$ cat src/rtl/nfmsa_pkg.sv
// nfmsa_pkg: status and action codes, field widths and the command/status
// structs shared by the slot allocator controller, datapath and top level
// no dependencies
`default_nettype none

package nfmsa_pkg;

    localparam int STATUS_W   = 3;
    localparam int ADDR_W     = 32;
    localparam int SLOT_OUT_W = 10;
    localparam int ACT_W      = 2;
    localparam int FRAME_W    = 20;

    localparam logic [STATUS_W-1:0] ST_MAPPED   = 3'd0;
    localparam logic [STATUS_W-1:0] ST_LOWMEM   = 3'd1;
    localparam logic [STATUS_W-1:0] ST_NOPAGE   = 3'd2;
    localparam logic [STATUS_W-1:0] ST_ALREADY  = 3'd3;
    localparam logic [STATUS_W-1:0] ST_FULL     = 3'd4;
    localparam logic [STATUS_W-1:0] ST_FAILED   = 3'd5;
    localparam logic [STATUS_W-1:0] ST_UNMAPPED = 3'd6;
    localparam logic [STATUS_W-1:0] ST_IGNORED  = 3'd7;

    localparam logic [ACT_W-1:0] ACT_NONE  = 2'd0;
    localparam logic [ACT_W-1:0] ACT_MAP   = 2'd1;
    localparam logic [ACT_W-1:0] ACT_UNMAP = 2'd2;

    localparam logic [ADDR_W-1:0] WINDOW_BASE_RESET = 32'hE000_0000;

    typedef struct packed {
        logic                clear;
        logic                latch;
        logic                check;
        logic                search_start;
        logic                search_run;
        logic                map_commit;
        logic                unmap_commit;
        logic                res_load;
        logic [STATUS_W-1:0] res_status;
    } dp_cmd_t;

    typedef struct packed {
        logic clr_done;
        logic unmap;
        logic present;
        logic high;
        logic ok;
        logic owned;
        logic found;
        logic exhausted;
    } dp_sts_t;

endpackage

`default_nettype wire

$ cat src/rtl/nfmsa_ctrl.sv
// nfmsa_ctrl: sequencing state machine of the slot allocator
// depends on nfmsa_pkg for the command and status structs and status codes
`default_nettype none

module nfmsa_ctrl (
    input  wire                  clk,
    input  wire                  rst_n,
    input  wire                  start,
    output logic                 busy,
    output nfmsa_pkg::dp_cmd_t   cmd,
    input  nfmsa_pkg::dp_sts_t   sts
);

    localparam logic [2:0] S_CLEAR  = 3'd0;
    localparam logic [2:0] S_IDLE   = 3'd1;
    localparam logic [2:0] S_CHECK  = 3'd2;
    localparam logic [2:0] S_OWN    = 3'd3;
    localparam logic [2:0] S_SEARCH = 3'd4;

    logic [2:0] state_reg;
    logic [2:0] state_next;

    always_ff @(posedge clk or negedge rst_n)
    begin
        if (!rst_n)
        begin
            state_reg <= S_CLEAR;
        end
        else
        begin
            state_reg <= state_next;
        end
    end

    always_comb
    begin
        cmd        = '0;
        state_next = state_reg;
        case (state_reg)
            S_CLEAR:
            begin
                cmd.clear = 1'b1;
                if (sts.clr_done)
                begin
                    state_next = S_IDLE;
                end
            end
            S_IDLE:
            begin
                if (start)
                begin
                    cmd.latch  = 1'b1;
                    state_next = S_CHECK;
                end
            end
            S_CHECK:
            begin
                if (!sts.present || !sts.high)
                begin
                    cmd.res_load = 1'b1;
                    if (sts.unmap)
                    begin
                        cmd.res_status = nfmsa_pkg::ST_IGNORED;
                    end
                    else if (!sts.present)
                    begin
                        cmd.res_status = nfmsa_pkg::ST_NOPAGE;
                    end
                    else
                    begin
                        cmd.res_status = nfmsa_pkg::ST_LOWMEM;
                    end
                    state_next = S_IDLE;
                end
                else
                begin
                    cmd.check  = 1'b1;
                    state_next = S_OWN;
                end
            end
            S_OWN:
            begin
                if (sts.unmap)
                begin
                    cmd.res_load = 1'b1;
                    if (sts.owned)
                    begin
                        cmd.unmap_commit = 1'b1;
                        cmd.res_status   = nfmsa_pkg::ST_UNMAPPED;
                    end
                    else
                    begin
                        cmd.res_status = nfmsa_pkg::ST_IGNORED;
                    end
                    state_next = S_IDLE;
                end
                else if (sts.owned)
                begin
                    cmd.res_load   = 1'b1;
                    cmd.res_status = nfmsa_pkg::ST_ALREADY;
                    state_next     = S_IDLE;
                end
                else
                begin
                    cmd.search_start = 1'b1;
                    state_next       = S_SEARCH;
                end
            end
            S_SEARCH:
            begin
                if (sts.found)
                begin
                    cmd.map_commit = 1'b1;
                    cmd.res_load   = 1'b1;
                    cmd.res_status = sts.ok ? nfmsa_pkg::ST_MAPPED : nfmsa_pkg::ST_FAILED;
                    state_next     = S_IDLE;
                end
                else if (sts.exhausted)
                begin
                    cmd.res_load   = 1'b1;
                    cmd.res_status = nfmsa_pkg::ST_FULL;
                    state_next     = S_IDLE;
                end
                else
                begin
                    cmd.search_run = 1'b1;
                end
            end
            default:
            begin
                state_next = S_IDLE;
            end
        endcase
    end

    assign busy = (state_reg != S_IDLE);

endmodule

`default_nettype wire

$ cat config.mk
export PLATFORM = sky130hd
export DESIGN_NAME = nfmsa_ctrl
export DESIGN_NICKNAME = d
export VERILOG_FILES = /design/src/rtl/nfmsa_pkg.sv /design/src/rtl/nfmsa_ctrl.sv
export SDC_FILE = /design/constraint.sdc
export NUM_CORES = 1
export LEC_CHECK = 0
export BUFFER_PORTS_ARGS = -buffer_cell sky130_fd_sc_hd__clkbuf_2
export CAP_MARGIN = 20
export CORE_AREA = 2 2 39 41
export DETAILED_ROUTE_END_ITERATION = 6
export DIE_AREA = 0 0 41 43
export PLACE_DENSITY = 0.58
export SLEW_MARGIN = 20
export SYNTH_ARGS = -nofsm -noshare
export SYNTH_HDL_FRONTEND = slang
export SYNTH_SLANG_ARGS = --single-unit
$ cat constraint.sdc
create_clock -name clk -period 1.7 [get_ports clk]
set_input_delay 0.34 -clock clk [delete_from_list [all_inputs] [get_ports clk]]
set_output_delay 0.34 -clock clk [all_outputs]
set_load 0.03 [all_outputs]
Word-level counts from Yosys, hierarchy flattened
Cells that the tools add are included.
{"block": "totals", "mem_count": 0, "mem_bits_ro": 0, "regBits": 3, "latch_bits": 0, "output_inout_bits": 12, "inputBits": 11, "ram_bits": 0, "elab_cells": 47}
{"block": "op_classes", "n_lt_le_gt_ge": 0, "shifts": 0, "n_addsub": 0, "n_mul": 0, "n_mux": 33, "n_bitwise": 0, "div_mod_pow": 0, "reduce_logical": 5, "eq_ne": 8}
{"cell": "2-to-1 mux 3 bit", "n": 8}
{"cell": "2-to-1 mux 4 bit", "n": 5}
{"cell": "2-to-1 mux 1 bit", "n": 15}
{"cell": "one-hot mux 3 bit (5 select lines)", "n": 1}
{"cell": "one-hot mux 4 bit (3 select lines)", "n": 1}
{"cell": "== test 3 x 2 -> 1 bit (second input constant)", "n": 2}
{"cell": "2-to-1 mux 2 bit", "n": 3}
{"cell": "inequality test 2 bit (second input constant)", "n": 2}
{"cell": "== test 3 x 1 -> 1 bit (second input constant)", "n": 1}
{"cell": "== test 3 bit (second input constant)", "n": 1}
{"cell": "zero test 3 bit", "n": 1}
{"cell": "inequality test 3 x 1 -> 1 bit (second input constant)", "n": 1}
{"cell": "inequality test 3 bit (second input constant)", "n": 1}
{"cell": "AND reduction 3 bit", "n": 1}
{"cell": "zero test 1 bit", "n": 2}
{"cell": "logical OR 1 bit", "n": 1}

Logic depth before layout (Yosys ltp)
{"block": "logic_depth", "word_depth": 4, "depth_mapped": 5, "mapped_depth_nobuf": 5}

Worst setup path before layout
No wires, ideal clock.
{"block": "synth_path", "path_kind": "register -> output", "from": "register state_reg[0]", "to": "output port cmd[2] (netlist name)", "path_stages_with_launch": 4, "required_ps": 1360, "slack_ps": -157, "path_buffers": 1, "t_arrival_ps": 1517, "cell_sequence": "dfrtp_1 > buf_2 > and3b_1 > o32ai_1"}
{"item": "start, declared", "line": "nfmsa_ctrl.sv:20", "rtl": "logic [2:0] state_reg;"}
{"item": "start signal, assigned", "line": "nfmsa_ctrl.sv:31", "rtl": "state_reg <= state_next;"}
{"item": "end, declared", "line": "nfmsa_ctrl.sv:10", "rtl": "output nfmsa_pkg::dp_cmd_t cmd,"}

==> reports/results.ini <==
[sta]
setup_viol = 4
slew_viol_final = 0
worstMarginPinSlew_ns = 0.2504
slew_headroom = 0.8283
fin_ws_ns = -0.1026
rsz0062_at_grt = yes
period_needed_ns = 1.803
period_share = 1.060
timing.fmax_mhz = 554.8
finClkSkew_ns = 0.006167
finalHoldViolations = 0

[floorplanning]
start_util = 0.2658
num_io_pins = 23
die_h_um = 43
core-area_sq_um = 1384
fp.dieArea_sq_um = 1763
fp-row-count = 14
die_w_um = 41

[clock_tree]
cts_sinks = 3
clock-root-buffer = clkbuf_4
clk_pin_slew_ns = 0.04
cts_made_buffers = 3
cts_max_level = 1
insertion_delay_ns = 0.25
tritoncts = done
clockBufferDepth = 2

[finish]
fill_cells = 113
final_nets = 99
largest_register_ffs = 3
synthToLayoutAreaGrowth_pct = 110.2
instances_no_fill = 101
final_layout_size_suffix_gt1_frac = 0.6706
diodes = 0

[critical_path]
cp-end-kind = output pin
worstSetupStartpointType = register
worst-setup-path-type = reg -> out
critPathMaxFanout = 5
r2r_start = state_reg[0]
reg2reg_to = state_reg[0]
cp_slowest_cell = dfrtp_2
reg2reg_depth = 6
r2r_slack_ns = 0.11
crit_arrival_ns = 1.46
slowest_delay_ns = 0.43
path_cells = nand2b_4, a2111oi_2, a311o_1, clkbuf_8
required_ns = 1.36

[worst_hold_path]
holdCritStartpoint = start
hold_depth = 2
min_to = state_reg[0]
hold_path_class = in -> reg

[pwr]
ir_drop_mv = 0.4454
leakage_nw = 0.3872
powerDensity_nw_per_um2 = 1372
power_w = 0.001061

[synth]
avgSynthCellArea_sq_um = 7.997
synth_seq_cells = 3
netlist_area_sq_um = 367.9
synth_cell_types = 26
ys_seq_area_frac = 0.2041
syn-num-nets = 59
synth_edf_count = 0
synth_ff_type = dfrtp_1
yosys_warnings = 0
synth_async_sr_flop_share = 1.000
synth_cells = 46

[global_route]
grt-ovfl-total = 0
antenna_found_initial = 0
grt_pass1_vias = 460
grt_pass1_wl_um = 1938
grt_max_degree = 8
grt_usage = 0.1658

[place]
placedCellCount = 88
place_congestion = 0.7782
place_hpwl_um = 771.2
portBuffers = 22

[route]
vias = 508
ant_nets = 0
wl_per_cell_um = 13.10
drtIter0Drc = 4
dr.pass1.iters = 4
via_per_inst = 5.030
routed_wl_um = 1323
drcViolationCount = 0

[outcome]
status = complete, but fails checks
violations = setup timing

[flow_run]
maxCapViolations = 0

==> routing by layer <==
layer / GRT usage / up-vias / part of all wire
met3: 0.06283 / 6 / 0.057
met2: 0.2688 / 23 / 0.52
met1: 0.1581 / 239 / 0.38
li1: - / 240 / -
met4: 0.1200 / 0 / 0.039
met5: 0 / - / 0
==> worst max-delay path by stage <==
stage / startpoint / to / slack [ns] / depth (start not counted)
final: state_reg[2] / cmd[0] / -0.10 / 4
after global routing: state_reg[2] / cmd[0] / -0.15 / 4
after CTS: state_reg[0] / cmd[6] / -0.09 / 3
after detailed placement: sts[2] / cmd[0] / 0.02 / 6
after global placement: sts[6] / cmd[0] / 0.02 / 6
after floorplan: state_reg[2] / cmd[0] / 0.05 / 4
==> report_power, final <==
part	switching (W)	internal, W	leakage (nW)
Combinational	0.000391	0.000385	0.338
Clock	0.0000454	0.0000885	0.0150
Sequential	0.0000513	0.000100	0.0346
Total	0.000487	0.000573	0.387
==> what timing repair did <==
item	in CTS	in global routing
resized for setup	22	24
hold buffers	1	0
buffers inserted	7	2
pin swaps	5	3
endpoints found under the hold margin	3	0
endpoints found under the setup margin	7	11
==> layout by cell type (no fill, tap or decap), types with 3 or more instances in the layout <==
cell and instances:
clkbuf_4 3, inv_1 4, buf_4 17, nand2_1 3
dfrtp_2 3, buf_2 3, clkbuf_2 10
==> worst max-delay path: cells and delay by family, from the launching register on <==
kind                   cells  cell delay, ns
AOI/OAI and AO/OA          2            0.45
DFF                        1            0.43
buffers and inverters      1            0.16
and+or+nand+nor            1            0.18
==> stage by stage <==
| step | setup TNS [ns] | setup slack (ns) | instance area, sq um | utilization | hold WS (ns) |
|---|---|---|---|---|---|
| after global placement | 0 | 0.02075 | 538.0 | 0.3888 | 0.1359 |
| after global routing | -0.5532 | -0.1461 | 773.2 | 0.5588 | 0.3458 |
| after CTS | -0.3170 | -0.08925 | 721.9 | 0.5217 | 0.3059 |
| after detailed placement | 0 | 0.01847 | 538.0 | 0.3888 | 0.1377 |
| final | -0.3272 | -0.1026 | 773.2 | 0.5588 | 0.3237 |
| after floorplan | 0 | 0.04786 | 375.4 | - | 0.04441 |
==> final cells by class <==
type                    count  area, sq um  area share
inverters                   4        15.01     0.01942
flip-flops and latches      3        78.83      0.1019
multi-input cells          36        330.3      0.4272
clock buffers               4        26.28     0.03398
repair buffers             38        302.8      0.3916
well taps                  16        20.02     0.02589
==> cell families after synthesis <==
logic type | Yosys count | synth area share
fa+ha+maj | 2 | 0.06802
compound gates | 8 | 0.1565
mux | 1 | 0.02721
flops | 3 | 0.2041
simple gates | 25 | 0.4490
buf+inv | 7 | 0.09520
==> synth_stat cells (all sizes together), types with 2 or more instances <==
cell,n,share of area
and3,3,0.051
nand2,4,0.041
nor2,3,0.031
nand2b,2,0.054
o21ai,2,0.027
o32ai,2,0.048
inv,4,0.041
nor3b,2,0.041
dfrtp,3,0.20
ha,2,0.068
and2,2,0.034
nor2b,2,0.034
buf,3,0.054
nor3,3,0.071
(Power assumes the default switching activity.)
